[config.mk]
export PLATFORM = sky130hd
export DESIGN_NAME = mac_header_parser_flat
export DESIGN_NICKNAME = d
export VERILOG_FILES = /design/src/sv/mhp_pkg.sv /design/src/sv/mhp_if.sv /design/src/sv/mac_header_parser.sv /design/src/sv/mhp_parse.sv /design/src/flat_wrapper.sv
export SDC_FILE = /design/constraint.sdc
export NUM_CORES = 1
export LEC_CHECK = 0
export BUFFER_PORTS_ARGS = -buffer_cell sky130_fd_sc_hd__buf_2
export CAP_MARGIN = 20
export CORE_MARGIN = 8
export CORE_UTILIZATION = 50
export CTS_BUF_LIST = sky130_fd_sc_hd__clkbuf_8
export CTS_CLUSTER_SIZE = 24
export DETAILED_ROUTE_END_ITERATION = 7
export HOLD_SLACK_MARGIN = 0.15
export PLACE_DENSITY = 0.7
export SLEW_MARGIN = 20
export SYNTH_ARGS = -nofsm -noshare
export SYNTH_HDL_FRONTEND = slang
export SYNTH_HIERARCHICAL = 1
export SYNTH_SLANG_ARGS = --single-unit
[constraint.sdc]
create_clock -name clk -period 17.8 [get_ports clk]
set_input_delay 1.78 -clock clk [delete_from_list [all_inputs] [get_ports clk]]
set_output_delay 1.78 -clock clk [all_outputs]
set_load 0.05 [all_outputs]
[src/sv/mhp_pkg.sv]
// Shared types, codes and helper functions for the MAC header parser.
// No dependencies; every other file of the block imports this package.
package mhp_pkg;

	localparam int MHP_MAX_FRAME_BYTES = 127;

	// Byte position counter; it saturates at its top value.
	localparam int IDX_W = 7;
	localparam logic [IDX_W-1:0] IDX_SAT = 7'd127;

	// Header length holds up to 3 + 2 + 8 + 2 + 8 = 23 bytes.
	localparam int HL_W = 5;
	localparam logic [HL_W-1:0] BASE_HDR_BYTES = 5'd3;

	typedef enum logic [1:0] {
		KIND_HEADER  = 2'd0,
		KIND_PAYLOAD = 2'd1,
		KIND_SHORT   = 2'd2
	} kind_t;

	localparam logic [2:0] FT_BEACON = 3'd0;
	localparam logic [2:0] FT_DATA   = 3'd1;
	localparam logic [2:0] FT_CMD    = 3'd3;

	localparam logic [1:0] AM_SHORT = 2'd2;
	localparam logic [1:0] AM_EXT   = 2'd3;

	localparam int CW_PAN_COMP_BIT = 6;

	typedef struct packed {
		logic [3:0] dp;
		logic [3:0] dl;
		logic [3:0] sp;
		logic [3:0] sl;
	} sizes_t;

	typedef struct packed {
		logic [7:0] data_byte;
		logic       last_byte;
		logic [7:0] link_quality;
	} beat_t;

	typedef struct packed {
		kind_t       item_kind;
		logic [2:0]  fc_type;
		logic [1:0]  dst_addr_mode;
		logic [1:0]  src_addr_mode;
		logic [5:0]  control_flags;
		logic [15:0] dest_pan;
		logic [63:0] dest_addr;
		logic [15:0] source_pan;
		logic [63:0] source_addr;
		logic [7:0]  payload_byte;
		logic        frame_end;
		logic [7:0]  quality_out;
	} result_t;

	typedef struct packed {
		logic    emit;
		result_t fields;
	} parse_res_t;

	function automatic logic [3:0] addr_bytes(input logic [1:0] mode);
		logic [3:0] n;
		unique case (mode)
			AM_SHORT: n = 4'd2;
			AM_EXT:   n = 4'd8;
			default:  n = 4'd0;
		endcase
		return n;
	endfunction

	// Sizes of the four addressing fields as the frame control word gives them.
	function automatic sizes_t field_sizes(input logic [15:0] cw);
		sizes_t s;
		s = '0;
		if (cw[2:0] == FT_BEACON || cw[2:0] == FT_DATA || cw[2:0] == FT_CMD) begin
			s.dl = addr_bytes(cw[11:10]);
			s.dp = (s.dl != 4'd0) ? 4'd2 : 4'd0;
			s.sl = addr_bytes(cw[15:14]);
			s.sp = (s.sl != 4'd0 && !cw[CW_PAN_COMP_BIT]) ? 4'd2 : 4'd0;
		end
		return s;
	endfunction

endpackage

[src/sv/mhp_if.sv]
// Stream interfaces for the MAC header parser: received bytes in, results out.
// Depends on mhp_pkg.
interface mhp_in_if;
	import mhp_pkg::*;

	logic       valid;
	logic       ready;
	logic [7:0] data_byte;
	logic       last_byte;
	logic [7:0] link_quality;

	modport source (output valid, data_byte, last_byte, link_quality, input ready);
	modport sink (input valid, data_byte, last_byte, link_quality, output ready);
endinterface

interface mhp_out_if;
	import mhp_pkg::*;

	logic        valid;
	logic        ready;
	kind_t       item_kind;
	logic [2:0]  fc_type;
	logic [1:0]  dst_addr_mode;
	logic [1:0]  src_addr_mode;
	logic [5:0]  control_flags;
	logic [15:0] dest_pan;
	logic [63:0] dest_addr;
	logic [15:0] source_pan;
	logic [63:0] source_addr;
	logic [7:0]  payload_byte;
	logic        frame_end;
	logic [7:0]  quality_out;

	modport source (output valid, item_kind, fc_type, dst_addr_mode, src_addr_mode,
		control_flags, dest_pan, dest_addr, source_pan, source_addr, payload_byte,
		frame_end, quality_out, input ready);
	modport sink (input valid, item_kind, fc_type, dst_addr_mode, src_addr_mode,
		control_flags, dest_pan, dest_addr, source_pan, source_addr, payload_byte,
		frame_end, quality_out, output ready);
endinterface

[src/sv/mac_header_parser.sv]
// MAC header parser: one received frame byte per beat in, at most one result per beat out.
// A byte passes the input register, then the parse logic and the output register.
// Throughput: one byte per cycle unless the output stalls; the parse result lands in
// the output register, so a stalled output holds one beat there.
// Reset (arst_n, asynchronous): both registers empty, byte position zero, header cleared.
// Depends on mhp_pkg, mhp_if and mhp_parse.
module mac_header_parser #(
	parameter int MAX_FRAME_BYTES = mhp_pkg::MHP_MAX_FRAME_BYTES
) (
	input logic      clk,
	input logic      arst_n,
	mhp_in_if.sink   rx,
	mhp_out_if.source res
);
	import mhp_pkg::*;

	beat_t      beat_s1;
	logic       valid_s1;
	result_t    res_q;
	logic       res_valid_q;
	logic       out_free, adv_s1;
	parse_res_t pr;

	assign out_free = !res_valid_q || res.ready;
	assign adv_s1   = valid_s1 && out_free;
	assign rx.ready = !valid_s1 || out_free;

	always_ff @(posedge clk or negedge arst_n) begin
		if (!arst_n) begin
			valid_s1 <= 1'b0;
		end else if (rx.valid && rx.ready) begin
			valid_s1 <= 1'b1;
		end else if (adv_s1) begin
			valid_s1 <= 1'b0;
		end
	end

	always_ff @(posedge clk) begin
		if (rx.valid && rx.ready) begin
			beat_s1.data_byte    <= rx.data_byte;
			beat_s1.last_byte    <= rx.last_byte;
			beat_s1.link_quality <= rx.link_quality;
		end
	end

	mhp_parse #(
		.MAX_FRAME_BYTES(MAX_FRAME_BYTES)
	) u_parse (
		.clk    (clk),
		.arst_n (arst_n),
		.step   (adv_s1),
		.beat   (beat_s1),
		.res    (pr)
	);

	always_ff @(posedge clk or negedge arst_n) begin
		if (!arst_n) begin
			res_valid_q <= 1'b0;
		end else if (out_free) begin
			res_valid_q <= adv_s1 && pr.emit;
		end
	end

	always_ff @(posedge clk) begin
		if (adv_s1 && pr.emit) begin
			res_q <= pr.fields;
		end
	end

	assign res.valid         = res_valid_q;
	assign res.item_kind     = res_q.item_kind;
	assign res.fc_type       = res_q.fc_type;
	assign res.dst_addr_mode = res_q.dst_addr_mode;
	assign res.src_addr_mode = res_q.src_addr_mode;
	assign res.control_flags = res_q.control_flags;
	assign res.dest_pan      = res_q.dest_pan;
	assign res.dest_addr     = res_q.dest_addr;
	assign res.source_pan    = res_q.source_pan;
	assign res.source_addr   = res_q.source_addr;
	assign res.payload_byte  = res_q.payload_byte;
	assign res.frame_end     = res_q.frame_end;
	assign res.quality_out   = res_q.quality_out;

endmodule

[src/sv/mhp_parse.sv]
// Per-frame parse state and the next-state logic for one frame byte.
// Depends on mhp_pkg; instantiated by mac_header_parser.
module mhp_parse #(
	parameter int MAX_FRAME_BYTES = mhp_pkg::MHP_MAX_FRAME_BYTES
) (
	input  logic                clk,
	input  logic                arst_n,
	input  logic                step,
	input  mhp_pkg::beat_t      beat,
	output mhp_pkg::parse_res_t res
);
	import mhp_pkg::*;

	logic [IDX_W-1:0] idx_q, idx_n;
	logic [15:0]      cw_q, cw_base, cw_n;
	logic [15:0]      dpan_q, dpan_base, dpan_n;
	logic [63:0]      daddr_q, daddr_base, daddr_n;
	logic [15:0]      span_q, span_base, span_n;
	logic [63:0]      saddr_q, saddr_base, saddr_n;
	logic [HL_W-1:0]  hl_q, hl_base, hl_n;
	logic [7:0]       qual_q, qual_n;

	logic             first, in_limit, in_addr, last;
	logic [7:0]       b;
	sizes_t           sz_new, sz_cur;
	logic [4:0]       off, off2, off3, off4;
	logic [IDX_W:0]   p_plus1;
	logic             emit;
	kind_t            kind;

	assign b     = beat.data_byte;
	assign last  = beat.last_byte;
	assign first = (idx_q == '0);
	assign in_limit = int'(idx_q) < MAX_FRAME_BYTES;

	// The first byte of a frame starts from a cleared header.
	assign cw_base    = first ? '0 : cw_q;
	assign dpan_base  = first ? '0 : dpan_q;
	assign daddr_base = first ? '0 : daddr_q;
	assign span_base  = first ? '0 : span_q;
	assign saddr_base = first ? '0 : saddr_q;
	assign hl_base    = first ? '0 : hl_q;
	assign qual_n     = first ? beat.link_quality : qual_q;

	always_comb begin
		cw_n = cw_base;
		if (in_limit && first) begin
			cw_n = {8'h00, b};
		end else if (in_limit && idx_q == 7'd1) begin
			cw_n = {b, cw_base[7:0]};
		end
	end

	assign sz_new = field_sizes(cw_n);
	assign sz_cur = field_sizes(cw_base);

	assign hl_n = (in_limit && idx_q == 7'd1)
		? BASE_HDR_BYTES + 5'(sz_new.dp) + 5'(sz_new.dl) + 5'(sz_new.sp) + 5'(sz_new.sl)
		: hl_base;

	// Addressing bytes: offset past the sequence number, walked field by field.
	assign in_addr = in_limit && idx_q >= 7'd3 && idx_q < {2'b00, hl_base};
	assign off  = idx_q[4:0] - 5'd3;
	assign off2 = off - 5'(sz_cur.dp);
	assign off3 = off2 - 5'(sz_cur.dl);
	assign off4 = off3 - 5'(sz_cur.sp);

	always_comb begin
		dpan_n  = dpan_base;
		daddr_n = daddr_base;
		span_n  = span_base;
		saddr_n = saddr_base;
		if (in_addr) begin
			priority if (off < 5'(sz_cur.dp)) begin
				dpan_n[8*off[0] +: 8] = dpan_base[8*off[0] +: 8] | b;
			end else if (off2 < 5'(sz_cur.dl)) begin
				daddr_n[8*off2[2:0] +: 8] = daddr_base[8*off2[2:0] +: 8] | b;
			end else if (off3 < 5'(sz_cur.sp)) begin
				span_n[8*off3[0] +: 8] = span_base[8*off3[0] +: 8] | b;
			end else if (off4 < 5'(sz_cur.sl)) begin
				saddr_n[8*off4[2:0] +: 8] = saddr_base[8*off4[2:0] +: 8] | b;
			end
		end
	end

	assign p_plus1 = {1'b0, idx_q} + 8'd1;

	always_comb begin
		emit = 1'b0;
		kind = KIND_SHORT;
		if (idx_q < 7'd2 || p_plus1 < {3'b000, hl_n}) begin
			emit = last;
			kind = KIND_SHORT;
		end else if (p_plus1 == {3'b000, hl_n}) begin
			emit = in_limit || last;
			kind = in_limit ? KIND_HEADER : KIND_SHORT;
		end else begin
			emit = in_limit || last;
			if (in_limit || int'(hl_n) <= MAX_FRAME_BYTES) begin
				kind = KIND_PAYLOAD;
			end else begin
				kind = KIND_SHORT;
			end
		end
	end

	always_comb begin
		idx_n = idx_q;
		if (last) begin
			idx_n = '0;
		end else if (idx_q < IDX_SAT) begin
			idx_n = idx_q + 7'd1;
		end
	end

	always_ff @(posedge clk or negedge arst_n) begin
		if (!arst_n) begin
			idx_q   <= '0;
			cw_q    <= '0;
			dpan_q  <= '0;
			daddr_q <= '0;
			span_q  <= '0;
			saddr_q <= '0;
			hl_q    <= '0;
			qual_q  <= '0;
		end else if (step) begin
			idx_q   <= idx_n;
			cw_q    <= cw_n;
			dpan_q  <= dpan_n;
			daddr_q <= daddr_n;
			span_q  <= span_n;
			saddr_q <= saddr_n;
			hl_q    <= hl_n;
			qual_q  <= qual_n;
		end
	end

	always_comb begin
		res.emit                 = emit;
		res.fields.item_kind     = kind;
		res.fields.fc_type       = cw_n[2:0];
		res.fields.dst_addr_mode = cw_n[11:10];
		res.fields.src_addr_mode = cw_n[15:14];
		res.fields.control_flags = {cw_n[13:12], cw_n[6:3]};
		res.fields.dest_pan      = dpan_n;
		res.fields.dest_addr     = daddr_n;
		res.fields.source_pan    = span_n;
		res.fields.source_addr   = saddr_n;
		res.fields.payload_byte  = (kind == KIND_PAYLOAD) ? b : 8'h00;
		res.fields.frame_end     = last;
		res.fields.quality_out   = qual_n;
	end

endmodule

[src/flat_wrapper.sv]
// flat-port wrapper written by rule: the top's interface ports become plain ports
module mac_header_parser_flat import mhp_pkg::*;
#(
	parameter int MAX_FRAME_BYTES = mhp_pkg::MHP_MAX_FRAME_BYTES
)
  (clk, arst_n, rx_valid, rx_data_byte, rx_last_byte, rx_link_quality, rx_ready, res_valid, res_item_kind, res_fc_type, res_dst_addr_mode, res_src_addr_mode, res_control_flags, res_dest_pan, res_dest_addr, res_source_pan, res_source_addr, res_payload_byte, res_frame_end, res_quality_out, res_ready);
  mhp_in_if rx_i ();
  mhp_out_if res_i ();
  input logic clk;
  input logic arst_n;
  input wire logic [$bits(rx_i.valid)-1:0] rx_valid;
  input wire logic [$bits(rx_i.data_byte)-1:0] rx_data_byte;
  input wire logic [$bits(rx_i.last_byte)-1:0] rx_last_byte;
  input wire logic [$bits(rx_i.link_quality)-1:0] rx_link_quality;
  output wire logic [$bits(rx_i.ready)-1:0] rx_ready;
  output wire logic [$bits(res_i.valid)-1:0] res_valid;
  output wire logic [$bits(res_i.item_kind)-1:0] res_item_kind;
  output wire logic [$bits(res_i.fc_type)-1:0] res_fc_type;
  output wire logic [$bits(res_i.dst_addr_mode)-1:0] res_dst_addr_mode;
  output wire logic [$bits(res_i.src_addr_mode)-1:0] res_src_addr_mode;
  output wire logic [$bits(res_i.control_flags)-1:0] res_control_flags;
  output wire logic [$bits(res_i.dest_pan)-1:0] res_dest_pan;
  output wire logic [$bits(res_i.dest_addr)-1:0] res_dest_addr;
  output wire logic [$bits(res_i.source_pan)-1:0] res_source_pan;
  output wire logic [$bits(res_i.source_addr)-1:0] res_source_addr;
  output wire logic [$bits(res_i.payload_byte)-1:0] res_payload_byte;
  output wire logic [$bits(res_i.frame_end)-1:0] res_frame_end;
  output wire logic [$bits(res_i.quality_out)-1:0] res_quality_out;
  input wire logic [$bits(res_i.ready)-1:0] res_ready;
  assign rx_i.valid = rx_valid;
  assign rx_i.data_byte = rx_data_byte;
  assign rx_i.last_byte = rx_last_byte;
  assign rx_i.link_quality = rx_link_quality;
  assign rx_ready = rx_i.ready;
  assign res_valid = res_i.valid;
  assign res_item_kind = res_i.item_kind;
  assign res_fc_type = res_i.fc_type;
  assign res_dst_addr_mode = res_i.dst_addr_mode;
  assign res_src_addr_mode = res_i.src_addr_mode;
  assign res_control_flags = res_i.control_flags;
  assign res_dest_pan = res_i.dest_pan;
  assign res_dest_addr = res_i.dest_addr;
  assign res_source_pan = res_i.source_pan;
  assign res_source_addr = res_i.source_addr;
  assign res_payload_byte = res_i.payload_byte;
  assign res_frame_end = res_i.frame_end;
  assign res_quality_out = res_i.quality_out;
  assign res_i.ready = res_ready;
  mac_header_parser #(.MAX_FRAME_BYTES(MAX_FRAME_BYTES)) u_core (.clk(clk), .arst_n(arst_n), .rx(rx_i), .res(res_i));
endmodule
Yosys cells after proc, flatten, opt, wreduce, memory -nomap -nowiden
Cells that the tools add are included.
W data, S select, Z words.
{"block": "classes", "add_sub_neg": 14, "magnitude_cmp": 10, "n_eq_ne": 15, "shift": 12, "mux": 50, "bitwise_logic": 4, "reduce_logical": 31}
{"op": "$mux W64", "count": 10}
{"op": "$mux W16", "count": 11}
{"op": "$bwmux W64", "count": 2}
{"op": "$shift A8 B34 Y64 const A", "count": 2}
{"op": "$shiftx A64 B7 Y8", "count": 2}
{"op": "$shiftx A8 B34 Y64", "count": 2}
{"op": "$neg A4 Y34", "count": 2}
{"op": "$neg A6 Y34", "count": 2}
{"op": "$shift A8 B34 Y16 const A", "count": 2}
{"op": "$shiftx A8 B34 Y16", "count": 2}
{"op": "$bwmux W16", "count": 2}
{"op": "$or A8 B8 Y8", "count": 4}
{"op": "$pmux W4 S2", "count": 4}
{"op": "$shiftx A16 B5 Y8", "count": 2}
{"op": "$mux W14", "count": 2}
{"op": "$lt A5 B4 Y1", "count": 4}
{"op": "$eq A2 B2 Y1 const B", "count": 8}
{"op": "$mux W4", "count": 4}
{"op": "$reduce_bool A4 Y1", "count": 4}
{"op": "$add A5 B4 Y5", "count": 3}
{"op": "$sub A5 B4 Y5", "count": 3}
{"op": "$lt A7 B7 Y1 const B", "count": 2}
{"op": "$mux W2", "count": 7}
{"op": "$mux W7", "count": 2}
{"op": "23 further kinds", "count": 48}
{"block": "totals", "regBits": 405, "inputBits": 21, "out_inout_bits": 194}

Logic depth before layout (Yosys ltp)
Gate-level depths: netlist (run 1).
{"block": "logic_depth", "ltp_word": 22, "depth_mapped": 29, "mapped_depth_nobuf": 25}

Hierarchy
The synthesis (run 1) kept the hierarchy.
{"mod": "mhp_parse", "instances": 1, "cells_each": 1295, "area_per_inst_um2": 12323.1}
{"mod": "mac_header_parser", "instances": 1, "cells_each": 219, "area_per_inst_um2": 6387.4}

Least setup slack after synthesis (run 1)
Ideal clock, no wire load.
{"block": "synth_path", "path_kind": "register to register", "start": "register u_core.u_parse.idx_q[0]", "end": "register u_core.res_q, in the netlist u_core/res.control_flags[0] (enable)", "setup_time_ps": 771, "t_arrival_ps": 13525, "t_required_ps": 17029, "slack_ps": 3505, "path_stages_with_launch": 29, "n_path_buf": 4, "period_less_slack_ps": 14295, "path_cell_list": "dfrtp_1 clkbuf_1 inv_2 ha_1 nand2b_1 nor2_4 clkbuf_1 buf_1 mux2i_1 nor2_1 nor2_1 nand3b_1 ha_1 inv_1 ha_1 ha_1 fa_1 and3_1 a31oi_1 ha_1 nand3_1 o22ai_1 o21ai_0 nand3_1 o2bb2ai_1 o21bai_1 buf_4 nand2_1 nor2b_1"}
{"block": "synth_between", "elab_chain_len": 19, "elab_cells_between_ends": 41, "cone_classes": "5 x add/sub; 3 x order compare; 7 x eq/ne; 13 x mux; 13 x reduce/logical"}
{"element": "start, declared", "line_no": "mhp_parse.sv:14", "source": "logic [IDX_W-1:0] idx_q, idx_n;"}
{"element": "start signal, assigned", "line_no": "mhp_parse.sv:127", "source": "idx_q <= idx_n;"}
{"element": "$lt A7 B7 Y1 (tied with other cells)", "line_no": "mhp_parse.sv:34", "source": "assign in_limit = int'(idx_q) < MAX_FRAME_BYTES;"}
{"element": "$logic_and A1 B1 Y1 or $mux W16 (tied branches)", "line_no": "mhp_parse.sv:49, mhp_parse.sv:57, mhp_parse.sv:37"}
{"element": "$mux W16", "line_no": "mhp_parse.sv:49", "source": "end else if (in_limit && idx_q == 7'd1) begin"}
{"element": "$mux W16", "line_no": "mhp_parse.sv:47", "source": "if (in_limit && first) begin"}
{"element": "$eq A2 B2 Y1", "line_no": "mhp_pkg.sv:65", "source": "unique case (mode)"}
{"element": "$pmux W4 S2", "line_no": "mhp_pkg.sv:65"}
{"element": "$mux W4", "line_no": "mhp_pkg.sv:77", "source": "if (cw[2:0] == FT_BEACON || cw[2:0] == FT_DATA || cw[2:0] == FT_CMD) begin"}
{"element": "$reduce_bool A4 Y1", "line_no": "mhp_pkg.sv:79", "source": "s.dp = (s.dl != 4'd0) ? 4'd2 : 4'd0;"}
{"element": "(+2 left out)"}
{"element": "$add A2 B4 Y5", "line_no": "mhp_parse.sv:58", "source": "? BASE_HDR_BYTES + 5'(sz_new.dp) + 5'(sz_new.dl) + 5'(sz_new.sp) + 5'(sz_new.sl)"}
{"element": "$add A5 B4 Y5 (3 in series)", "line_no": "mhp_parse.sv:58"}
{"element": "$mux W5", "line_no": "mhp_parse.sv:58"}
{"element": "$lt A8 B5 Y1", "line_no": "mhp_parse.sv:91", "source": "if (idx_q < 7'd2 || p_plus1 < {3'b000, hl_n}) begin"}
{"element": "$logic_or A1 B1 Y1", "line_no": "mhp_parse.sv:91"}
{"element": "$mux W1 (*)", "line_no": "mhp_parse.sv:91"}
{"element": "net u_core.u_parse.emit", "line_no": "mhp_parse.sv:28", "source": "logic emit;"}
{"element": "$logic_and A1 B1 Y1 (*)", "line_no": "mac_header_parser.sv:65", "source": "if (adv_s1 && pr.emit) begin"}
{"element": "end signal, assigned", "line_no": "mac_header_parser.sv:66", "source": "res_q <= pr.fields;"}
{"element": "end, declared", "line_no": "mac_header_parser.sv:19", "source": "result_t res_q;"}
Mark *: on every way through the listed nets, which the timed path passes. The rest lies on a longest branch. The select of a mux whose other input is x is not followed.
A chain may end at the register's enable or synchronous reset.

==> impl_metrics.py, run 1 <==
metrics = {
    "drt": {
        "routed_wl_um": 53700,
        "antenna_left": 0,
        "firstDrtPassIters": 6,
        "drcViolationCount": 0,
        "vias": 14300,
        "post_drt_wl_per_cell_um": 23.8,
        "drt_iter0_drc": 1786,
        "viasPerCell": 6.33,
    },
    "power": {
        "p_leak_nw": 9.02,
        "netSwitchingPower_w": 0.00149,
        "power_density_mw_per_mm2": 158,
        "vdd_drop_max_uv": 114,
        "sw_frac_of_total": 0.439,
        "p_int_w": 0.00191,
        "clock_power_share": 0.245,
        "seqPwrFrac": 0.364,
        "p_comb_frac": 0.391,
    },
    "critical_path": {
        "crit_path_end_kind": "flip-flop",
        "startpoint_type": "flip-flop",
        "r2r_slack_ns": 10.02,
        "crit_start": "u_core/u_parse/idx_q[0]$_DFFE_PN0P_",
        "cp.arrival_ns": 8.01,
        "crit_fanout": 78,
        "reg2reg_depth": 27,
        "cp-endpoint": "u_core/res.dest_pan[6]$_DFFE_PP_",
        "critPathKind": "reg -> reg",
        "cp.required_ns": 18.03,
        "rr_endpoint": "u_core/res.dest_pan[6]$_DFFE_PP_",
        "r2r_start": "u_core/u_parse/idx_q[0]$_DFFE_PN0P_",
    },
    "global_routing": {
        "grt_usage": 0.240,
        "grt_max_degree": 85,
        "grt_pass1_wl_um": 82800,
        "grt_pass1_vias": 14000,
        "grt_overflow": 0,
        "grt_antenna_before_repair": 0,
    },
    "clock_network": {
        "cts.htree.levels": 3,
        "cts_sinks": 404,
        "ctsHoldBuffers": 0,
        "cts_resized": 0,
        "cts_inserted_buffers": 68,
        "clk_latency_ns": 0.62,
        "cts_root_buf": "clkbuf_8",
        "path_clk_slew_ns": 0.06,
        "cts_buffer_depth": 3,
        "cts_tree": "yes",
        "post-cts-setup-buffers": 0,
    },
    "synth": {
        "synth-edff-count": 209,
        "synth.top_cells.by_area": "edfxtp_1 (34%), dfrtp_1 (26%), a22o_1 (5.3%)",
        "syn_inst": 1514,
        "netlist_top_cells_count": "edfxtp_1 (209), dfrtp_1 (195), nand2_1 (148)",
        "seq_area_frac_synth": 0.596,
        "synth_top_area_share": 0.335,
        "ys_ff_latch": 404,
        "synth_ff_type": "edfxtp_1",
        "yosysWarnings": 6,
        "synth_cell_type_count": 82,
        "synth_top_area_cell": "edfxtp_1",
        "synth_nets": 1566,
        "syn_area_mm2": 0.0187,
        "avgSynthCellArea_um2": 12.4,
        "yosysMostFrequentCell": "edfxtp_1",
        "synthArstFlopShare": 0.483,
    },
    "floorplan": {
        "core-area_mm2": 0.0372,
        "num_rows": 71,
        "die_h_um": 209,
        "die-area_mm2": 0.0439,
        "io_pins": 215,
        "start_util": 0.503,
        "dieWidth_um": 209,
    },
    "run_status": {
        "status": "finished, final reports clean",
    },
    "placement": {
        "gp_congestion": 0.952,
        "placed_cells": 2130,
        "port_buffers": 214,
        "dpl.hpwl_um": 36200,
    },
    "timing": {
        "period_needed_ns": 7.78,
        "setup_viol": 0,
        "clock_skew_ns": 0.0195,
        "rsz0062_at_grt": "false",
        "tightest_slew_ns": 1.14,
        "hold_violations": 0,
        "period_share": 0.437,
        "maxSlewViolCount": 0,
        "max-slew-margin-rel": 0.232,
        "max_freq_ghz": 0.129,
        "tns_ns": 0,
    },
    "cells_and_area": {
        "final_nets": 1778,
        "syn_to_final_growth_pct": 15.4,
        "num_antenna_cells": 0,
        "layout-drive-gt1-share": 0.233,
        "final_cells": 2254,
        "fillers": 2993,
    },
    "min_path": {
        "holdCritPathClass": "reg -> reg",
    },
    "run": {
        "maxCapViolCount": 0,
    },
}
==> area by class of cell <==
| class | count | area [um2] | share of cell area |
|---|---|---|---|
| tap | 474 | 593 | 0.0275 |
| timing repair buffer | 248 | 1330 | 0.0616 |
| inverter | 45 | 169 | 0.00782 |
| clock buffer | 75 | 1030 | 0.0478 |
| sequential | 404 | 11200 | 0.517 |
| multi-input combinational | 959 | 6970 | 0.323 |
| clock inverter | 49 | 347 | 0.0160 |
==> metrics by stage <==
stage	instance area (um2)	total power, W	util	hold WS (ns)	worst slack [ns]
after global placement	20200	0.00254	0.543	0.481	10.39
after CTS	21600	0.00340	0.580	0.493	10.11
after floorplan	18700	0.00224	-	0.450	3.50
after global routing	21600	0.00356	0.580	0.520	9.50
final	21600	0.00340	0.580	0.485	10.02
after detailed placement	20200	0.00257	0.543	0.481	10.09
==> worst min-delay path by stage <==
| stage | slack (ns) | startpoint | cells after the start | endpoint |
|---|---|---|---|---|
| after floorplan | 0.45 | u_core/u_parse/hl_q[3]$_DFFE_PN0P_ | 2 | u_core/u_parse/hl_q[3]$_DFFE_PN0P_ |
| final | 0.48 | u_core/u_parse/hl_q[3]$_DFFE_PN0P_ | 2 | u_core/u_parse/hl_q[3]$_DFFE_PN0P_ |
| after global routing | 0.52 | u_core/u_parse/span_q[5]$_DFFE_PN0P_ | 1 | u_core/u_parse/span_q[5]$_DFFE_PN0P_ |
| after CTS | 0.49 | u_core/u_parse/hl_q[3]$_DFFE_PN0P_ | 2 | u_core/u_parse/hl_q[3]$_DFFE_PN0P_ |
| after detailed placement | 0.48 | u_core/u_parse/hl_q[3]$_DFFE_PN0P_ | 2 | u_core/u_parse/hl_q[3]$_DFFE_PN0P_ |
| after global placement | 0.48 | u_core/u_parse/hl_q[3]$_DFFE_PN0P_ | 2 | u_core/u_parse/hl_q[3]$_DFFE_PN0P_ |
==> power groups by stage <==
stage / clock, W / sequential, W / combinational, W
global route: 0.000891 / 0.00125 / 0.00141
finish: 0.000834 / 0.00124 / 0.00133
global placement: 0 / 0.00125 / 0.00129
CTS: 0.000851 / 0.00124 / 0.00131
floorplan: 0 / 0.00157 / 0.000669
detailed placement: 0 / 0.00125 / 0.00131
==> cells in the final DEF, fill, tap and decap left out, types with 6 or more instances in the layout <==
| cell type | count |
|---|---|
| a22o_1 | 114 |
| dfrtp_1 | 194 |
| nor2_1 | 80 |
| ha_1 | 30 |
| or3_1 | 7 |
| nand3b_1 | 7 |
| nand2_1 | 148 |
| clkinvlp_4 | 6 |
| o2bb2ai_1 | 105 |
| mux2i_1 | 22 |
| buf_4 | 32 |
| a21oi_1 | 35 |
| edfxtp_1 | 209 |
| a31oi_1 | 24 |
| nand2b_1 | 19 |
| and3_1 | 17 |
| nand3_1 | 47 |
| a31o_2 | 16 |
| clkinv_1 | 12 |
| inv_1 | 64 |
| or4_1 | 6 |
| a21o_1 | 19 |
| o32ai_1 | 9 |
| nor3_1 | 13 |
| xnor2_1 | 9 |
| mux2_2 | 6 |
| o22ai_1 | 18 |
| clkbuf_8 | 76 |
| buf_2 | 215 |
| o21ai_0 | 70 |
| and2_1 | 16 |
| o41ai_1 | 11 |
| mux4_2 | 28 |
==> flip-flops by register name, indices dropped and copies added (netlist names), 8 cells and up <==
| signal | cells |
|---|---|
| u_core/res.dest_addr | 64 |
| u_core/res.source_addr | 64 |
| u_core/u_parse/daddr_q | 64 |
| u_core/u_parse/saddr_q | 64 |
| u_core/beat_s1 | 17 |
| u_core/res.dest_pan | 16 |
| u_core/res.source_pan | 16 |
| u_core/u_parse/dpan_q | 16 |
| u_core/u_parse/span_q | 16 |
| u_core/u_parse/cw_q | 13 |
| u_core/res.payload_byte | 8 |
| u_core/res.quality_out | 8 |
| u_core/u_parse/qual_q | 8 |
==> metal layers <==
metal  up-vias  part of all wire  global-route usage
li1       6248                 -                   -
met4         0             0.024              0.0800
met1      7046              0.43               0.350
met2       850              0.43               0.346
met3       121              0.11              0.0635
met5         -                 0                   0
==> worst max-delay path: stages, from the launching register on <==
cell	delay, ns
dfrtp_2	0.68
inv_2	0.42
ha_1	0.22
nand2b_1	0.12
nor2_4	0.12
buf_4	0.52
mux2i_1	0.37
nor2_1	0.09
nor2_1	0.20
nand3b_1	0.11
ha_1	0.29
inv_1	0.04
ha_1	0.28
ha_1	0.23
fa_1	0.48
and3_1	0.14
a31oi_1	0.06
ha_1	0.37
nand3_1	0.10
o22ai_1	0.16
o21ai_0	0.10
nand3_1	0.09
o2bb2ai_1	0.13
o21bai_1	0.16
nand2_1	0.12
nor2b_4	0.13
buf_4	0.64
buf_4	0.91
==> cell families after synthesis <==
logic type | count (synthesis) | synth area share
buf+inv | 151 | 0.0328
mux | 56 | 0.0491
flops | 404 | 0.596
xor+xnor | 16 | 0.00889
simple gates | 398 | 0.106
fa+ha+maj | 31 | 0.0211
compound gates | 458 | 0.186
(Power assumes the default switching activity.)
==> run 2, diff against run 1 <==
==> constraint.sdc (replaced) <==
create_clock -name clk -period 7.3 [get_ports clk]
set_input_delay 0.73 -clock clk [delete_from_list [all_inputs] [get_ports clk]]
set_output_delay 0.73 -clock clk [all_outputs]
set_load 0.05 [all_outputs]
==> run 2 against run 1 <==
Power is 140% higher. Critical path depth decreased by 4. Utilization down 0.084 points. Non-clock buffer count grew 3. Maximum frequency up 19%. Register-to-register slack worse by 9.2 ns. Sequential share of layout area grew 0.075 points. Die area did not move. Worst hold slack worse by 0.20 ns. Routed wire length down 0.19%. Via count shrank 0.49%. Setup slack lost 9.2 ns. Largest cell class unchanged. Highest routed layer unchanged.
==> impl_metrics.py, run 2 (synthesis results as in run 1) <==
metrics = {
    "clock_network": {
        "ctsHoldBuffers": 1,
        "cts_root_buf": "clkbuf_8",
        "post-cts-setup-buffers": 0,
        "cts_tree": "yes",
        "cts_inserted_buffers": 68,
        "clk_latency_ns": 0.62,
        "path_clk_slew_ns": 0.06,
        "cts_resized": 0,
        "cts_sinks": 404,
        "cts_buffer_depth": 3,
        "cts.htree.levels": 3,
    },
    "cells_and_area": {
        "final_nets": 1781,
        "num_antenna_cells": 0,
        "final_common_cell": "buf_2",
        "layout-drive-gt1-share": 0.234,
        "fillers": 2982,
        "mostFrequentLayoutCells": "buf_2 (213), edfxtp_1 (209), dfrtp_1 (194)",
        "multi_input_area_mm2": 0.00698,
        "ff_latch_area_mm2": 0.0112,
        "fin_util": 0.579,
        "syn_to_final_growth_pct": 15.3,
    },
    "timing": {
        "period_share": 0.893,
        "maxSlewViolCount": 0,
        "tightest_slew_ns": 1.10,
        "whs_ns": 0.288,
        "hold_violations": 0,
        "tns_ns": 0,
        "worst_slack_ns": 0.783,
        "period_needed_ns": 6.52,
        "max_freq_ghz": 0.153,
        "max-slew-margin-rel": 0.263,
        "rsz0062_at_grt": "false",
        "clock_skew_ns": 0.0248,
        "setup_viol": 0,
    },
    "critical_path": {
        "r2r_start": "u_core/u_parse/idx_q[2]$_DFFE_PN0P_",
        "cp.arrival_ns": 6.77,
        "critPathTopFamily": "simple AND/OR/NAND/NOR gates",
        "cp.required_ns": 7.56,
        "critPathMaxStageDelay_ns": 0.62,
        "crit_start": "u_core/u_parse/idx_q[2]$_DFFE_PN0P_",
        "path_cells": "or4_4 -> nor2_1 -> nand2_1 -> nand2_1 -> a21oi_1 -> nand3b_1 -> ha_1 -> inv_1 -> ha_1 -> ha_2 -> fa_1 -> and3_1 -> a31oi_1 -> ha_1 -> nand3_1 -> o22ai_1 -> o21ai_1 -> nand3_1 -> o2bb2ai_2 -> o21bai_1 -> nand2_4 -> nor2b_4 -> buf_12",
        "crit_path_end_kind": "flip-flop",
        "critPathKind": "reg -> reg",
        "startpoint_type": "flip-flop",
        "slowest_stage": "or4_4",
        "cpMostUsedCell": "ha_1",
        "crit_fanout": 72,
        "crit_buf_inv": 2,
    },
    "global_routing": {
        "grt_pass1_vias": 14000,
        "grt_pass1_wl_um": 82700,
        "grt_usage": 0.240,
        "grt_antenna_before_repair": 0,
        "grt_max_degree": 73,
        "grt_use_met1": 0.341,
        "busiest_layer": "met2",
        "grt_overflow": 0,
        "grt_use_met3": 0.0707,
        "use_met2": 0.347,
    },
    "drt": {
        "routed_wl_um": 53600,
        "vias": 14200,
        "firstDrtPassIters": 5,
        "drt_iter0_drc": 1415,
        "post_drt_wl_per_cell_um": 23.8,
        "viasPerCell": 6.30,
        "antenna_left": 0,
        "drcViolationCount": 0,
    },
    "power": {
        "power_density_mw_per_mm2": 379,
        "clock_power_share": 0.230,
        "p_comb_frac": 0.401,
        "netSwitchingPower_w": 0.00364,
        "p_int_w": 0.00455,
        "p_leak_nw": 9.02,
        "sw_frac_of_total": 0.444,
        "seqPwrFrac": 0.369,
        "vdd_drop_max_uv": 279,
        "power_w": 0.00818,
    },
    "min_path": {
        "holdCritPathClass": "in -> reg",
        "min_from": "rx_link_quality[2]",
    },
    "floorplan": {
        "io_pins": 215,
        "die_h_um": 209,
        "die-area_mm2": 0.0439,
        "start_util": 0.503,
        "core-area_mm2": 0.0372,
        "dieWidth_um": 209,
        "num_rows": 71,
    },
    "placement": {
        "pre_cts_ws_ns": 0.886,
        "port_buffers": 214,
        "dpl.hpwl_um": 36700,
        "gp_congestion": 0.895,
    },
    "run_status": {
        "status": "finished, final reports clean",
    },
    "run": {
        "maxCapViolCount": 0,
    },
}
-- run 2: cell count changes in the layout (fill, tap and decap cells not counted), moves of 2 or more --
cell / previous run / this run
mux2i_2: 0 / 2
buf_12: 0 / 3
clkinv_1: 12 / 10
mux2i_1: 22 / 20
buf_2: 215 / 213
bufinv_16: 5 / 1
inv_1: 64 / 68
clkinvlp_4: 6 / 4
-- run 2: per-layer routing --
layer	wire length, um	vias up
met5	0	-
met4	1410	0
met3	5800	115
met2	23300	835
met1	23100	6995
li1	-	6250
-- run 2: final cells by class --
| cell class | count | area share |
|---|---|---|
| clock buffer | 76 | 0.0485 |
| sequential | 404 | 0.517 |
| multi-input combinational | 959 | 0.324 |
| timing repair buffer | 251 | 0.0648 |
| inverter | 45 | 0.00795 |
| clock inverter | 45 | 0.0102 |
| tap | 474 | 0.0275 |
-- run 2: path summary, 6_finish.rpt --
check	end	slack, ns	depth (start not counted)
max reg2reg	u_core/res.source_addr[54]$_DFFE_PP_	0.78	23
max	u_core/res.source_addr[54]$_DFFE_PP_	0.78	23
min	u_core/beat_s1[2]$_DFFE_PP_	0.29	1
min in group asynchronous	u_core/u_parse/saddr_q[21]$_DFFE_PN0P_	0.66	2
min reg2reg	u_core/u_parse/hl_q[3]$_DFFE_PN0P_	0.49	2
max in group asynchronous	u_core/u_parse/idx_q[0]$_DFFE_PN0P_	5.26	3
-- run 2: per-stage QoR --
stage / std cells / instance area (um2)
2_1_floorplan: 1514 / 18800
3_3_place_gp: 2132 / 20300
3_5_place_dp: 2132 / 20300
4_1_cts: 2254 / 21600
5_1_grt: 2254 / 21600
6_report: 2254 / 21600
-- run 2: power groups by stage --
stage	clock network [W]	logic, W	registers (W)
3_3_place_gp	0	0.00319	0.00305
5_1_grt	0.00203	0.00350	0.00305
6_report	0.00188	0.00329	0.00302
4_1_cts	0.00192	0.00324	0.00302
3_5_place_dp	0	0.00323	0.00306
2_1_floorplan	0	0.00167	0.00377
==> run 3, diff against run 2 <==
--- a/config.mk
+++ b/config.mk
@@ -5,6 +5,7 @@
 export SDC_FILE = /design/constraint.sdc
 export NUM_CORES = 1
 export LEC_CHECK = 0
+export ABC_AREA = 1
 export BUFFER_PORTS_ARGS = -buffer_cell sky130_fd_sc_hd__buf_2
 export CAP_MARGIN = 20
 export CORE_MARGIN = 8
==> run 3 against run 2 <==
First-iteration DRC count is 50% higher. Sequential share of layout area shrank 3.1 points. Synthesized cell count increased by 55%. Critical endpoint is now u_core/res.dest_addr[42]$_DFFE_PP_. Maximum frequency grew 11%. Largest power group unchanged. Clock power is 7% higher. Largest cell class unchanged. Clock skew up 0.0066 ns.
==> impl_metrics.py, run 3 <==
metrics = {
    "critical_path": {
        "critPathKind": "reg -> reg",
        "r2r_slack_ns": 1.44,
        "slowest_stage": "nand3_1",
        "r2r_start": "u_core/u_parse/idx_q[5]$_DFFE_PN0P_",
        "crit_path_end_kind": "flip-flop",
        "startpoint_type": "flip-flop",
        "crit_buf_inv": 4,
        "reg2reg_depth": 24,
        "cp.arrival_ns": 6.11,
        "critPathMaxStageDelay_ns": 0.47,
        "rr_endpoint": "u_core/res.dest_addr[42]$_DFFE_PP_",
        "cp-endpoint": "u_core/res.dest_addr[42]$_DFFE_PP_",
        "cp.depth": 24,
        "cp.required_ns": 7.55,
        "critPathTopFamily": "simple AND/OR/NAND/NOR gates",
        "crit_start": "u_core/u_parse/idx_q[5]$_DFFE_PN0P_",
        "crit_fanout": 91,
        "path_cells": "nor2_1 -> nand2_2 -> inv_2 -> nand3_1 -> nor2_1 -> o22ai_1 -> nor2_1 -> nand2_1 -> ha_1 -> inv_1 -> ha_1 -> ha_2 -> fa_2 -> xor2_1 -> o21ai_1 -> ha_1 -> nand3_1 -> o211a_1 -> o21ai_1 -> o31ai_2 -> o21ai_1 -> inv_2 -> nor2_4 -> buf_12",
    },
    "placement": {
        "port_buffers": 214,
        "dpl.hpwl_um": 41600,
        "pre_cts_ws_ns": 1.47,
        "placed_cells": 2994,
        "gp_congestion": 0.970,
    },
    "timing": {
        "setup_viol": 0,
        "whs_ns": 0.195,
        "max_freq_ghz": 0.171,
        "tns_ns": 0,
        "clock_skew_ns": 0.0313,
        "worst_slack_ns": 1.44,
        "hold_violations": 0,
        "max-slew-margin-rel": 0.243,
        "period_needed_ns": 5.86,
        "maxSlewViolCount": 0,
        "tightest_slew_ns": 1.14,
        "period_share": 0.803,
        "rsz0062_at_grt": "false",
    },
    "synth": {
        "syn_inst": 2341,
        "synth_nets": 2393,
        "synthArstFlopShare": 0.483,
        "synth_ff_type": "edfxtp_1",
        "synth_top_area_share": 0.313,
        "synth_cell_type_count": 49,
        "yosysWarnings": 6,
        "synth.top_cells.by_area": "edfxtp_1 (31%), dfrtp_1 (24%), nand2_1 (16%)",
        "synth_top_area_cell": "edfxtp_1",
        "seq_area_frac_synth": 0.556,
        "synth-edff-count": 209,
        "syn_area_mm2": 0.0201,
        "avgSynthCellArea_um2": 8.57,
        "ys_ff_latch": 404,
        "netlist_top_cells_count": "nand2_1 (845), inv_1 (247), edfxtp_1 (209)",
        "yosysMostFrequentCell": "nand2_1",
    },
    "drt": {
        "firstDrtPassIters": 8,
        "routed_wl_um": 60300,
        "post_drt_wl_per_cell_um": 19.3,
        "vias": 17200,
        "drt_iter0_drc": 2127,
        "drcViolationCount": 0,
        "viasPerCell": 5.52,
        "antenna_left": 0,
    },
    "cells_and_area": {
        "final_cells": 3118,
        "num_antenna_cells": 0,
        "fillers": 3618,
        "multi_input_area_mm2": 0.00753,
        "mostFrequentLayoutCells": "nand2_1 (844), inv_1 (265), buf_2 (213)",
        "final_common_cell": "nand2_1",
        "ff_latch_area_mm2": 0.0112,
        "final_nets": 2590,
        "syn_to_final_growth_pct": 14.3,
        "layout-drive-gt1-share": 0.155,
    },
    "power": {
        "power_w": 0.00866,
        "vdd_drop_max_uv": 296,
        "power_density_mw_per_mm2": 377,
        "p_leak_nw": 11.1,
    },
    "clock_network": {
        "cts.htree.levels": 3,
        "cts_resized": 0,
        "cts_inserted_buffers": 67,
        "clk_latency_ns": 0.63,
        "path_clk_slew_ns": 0.06,
        "ctsHoldBuffers": 0,
        "post-cts-setup-buffers": 0,
        "cts_root_buf": "clkbuf_8",
        "cts_buffer_depth": 3,
        "cts_tree": "yes",
        "cts_sinks": 404,
    },
    "global_routing": {
        "grt_usage": 0.253,
        "grt_max_degree": 129,
        "grt_pass1_wl_um": 93800,
        "grt_pass1_vias": 16400,
        "grt_antenna_before_repair": 0,
        "grt_overflow": 0,
    },
    "floorplan": {
        "die-area_mm2": 0.0468,
        "dieWidth_um": 216,
        "core-area_mm2": 0.0396,
        "num_rows": 73,
        "die_h_um": 216,
        "start_util": 0.506,
        "io_pins": 215,
    },
    "min_path": {
        "holdCritPathClass": "in -> async",
    },
    "run_status": {
        "status": "finished, final reports clean",
    },
    "run": {
        "maxCapViolCount": 0,
    },
}
==> run 3: changes by cell type after synthesis, moves of 22 or more <==
cell / previous run / this run
a22o_1: 114 / 0
a31oi_1: 25 / 3
nor2_1: 80 / 122
nand3_1: 47 / 187
inv_1: 42 / 247
o2bb2ai_1: 105 / 0
nand2_1: 148 / 845
mux4_2: 28 / 0
o21ai_0: 70 / 152
==> run 3: metal layers <==
layer,share of wire,GRT usage,vias up
met3,0.096,0.0518,115
met5,0,0,-
met1,0.45,0.374,8157
met4,0.026,0.0848,0
li1,-,-,8042
met2,0.43,0.369,899
==> run 3: worst reg2reg max path, cell delays in order (launching register included) <==
cell	delay (ns)
dfrtp_1	0.38
nor2_1	0.18
nand2_2	0.14
inv_2	0.11
nand3_1	0.47
nor2_1	0.36
o22ai_1	0.18
nor2_1	0.17
nand2_1	0.07
ha_1	0.29
inv_1	0.04
ha_1	0.28
ha_2	0.20
fa_2	0.33
xor2_1	0.16
o21ai_1	0.09
ha_1	0.37
nand3_1	0.09
o211a_1	0.21
o21ai_1	0.14
o31ai_2	0.12
o21ai_1	0.17
inv_2	0.07
nor2_4	0.35
buf_12	0.41
==> run 3: layout make-up <==
cell class / instances / area share
clock buffers: 72 / 0.0432
clock inverters: 52 / 0.0160
inverters: 261 / 0.0433
multi-input cells: 1573 / 0.328
flip-flops and latches: 404 / 0.487
well taps: 525 / 0.0286
repair buffers: 231 / 0.0537
==> run 3: cell families (layout without fill, tap and decap cells) <==
family                     after synthesis  count (layout)  synth area share
DFF                                    404             404             0.556
adders and majority gates               31              31            0.0197
buffers and inverters                  364             616            0.0703
AOI/OAI and AO/OA                      281             281            0.0800
and+or+nand+nor                       1251            1251             0.269
xor gates and xnor gates                 7               7           0.00306
muxes                                    3               3           0.00162
==> run 3: worst min-delay path by stage <==
| stage | to | slack (ns) |
|---|---|---|
| global route | u_core/beat_s1[4]$_DFFE_PP_ | 0.26 |
| global placement | u_core/u_parse/daddr_q[46]$_DFFE_PN0P_ | 0.46 |
| CTS | u_core/u_parse/saddr_q[34]$_DFFE_PN0P_ | 0.23 |
| detailed placement | u_core/u_parse/saddr_q[32]$_DFFE_PN0P_ | 0.46 |
| floorplan | u_core/res.valid$_DFFE_PN0P_ | 0.43 |
| finish | u_core/u_parse/saddr_q[34]$_DFFE_PN0P_ | 0.19 |
==> run 3: power by group <==
group	switching, W	internal, W
Clock	0.000925	0.00110
Combinational	0.00300	0.000724
Sequential	0.000120	0.00279
==> run 3: through the flow <==
stage                     area [um2]   util
after floorplan                20200      -
final                          22900  0.578
after detailed placement       21600  0.544
after CTS                      22900  0.578
after global placement         21600  0.544
after global routing           22900  0.578
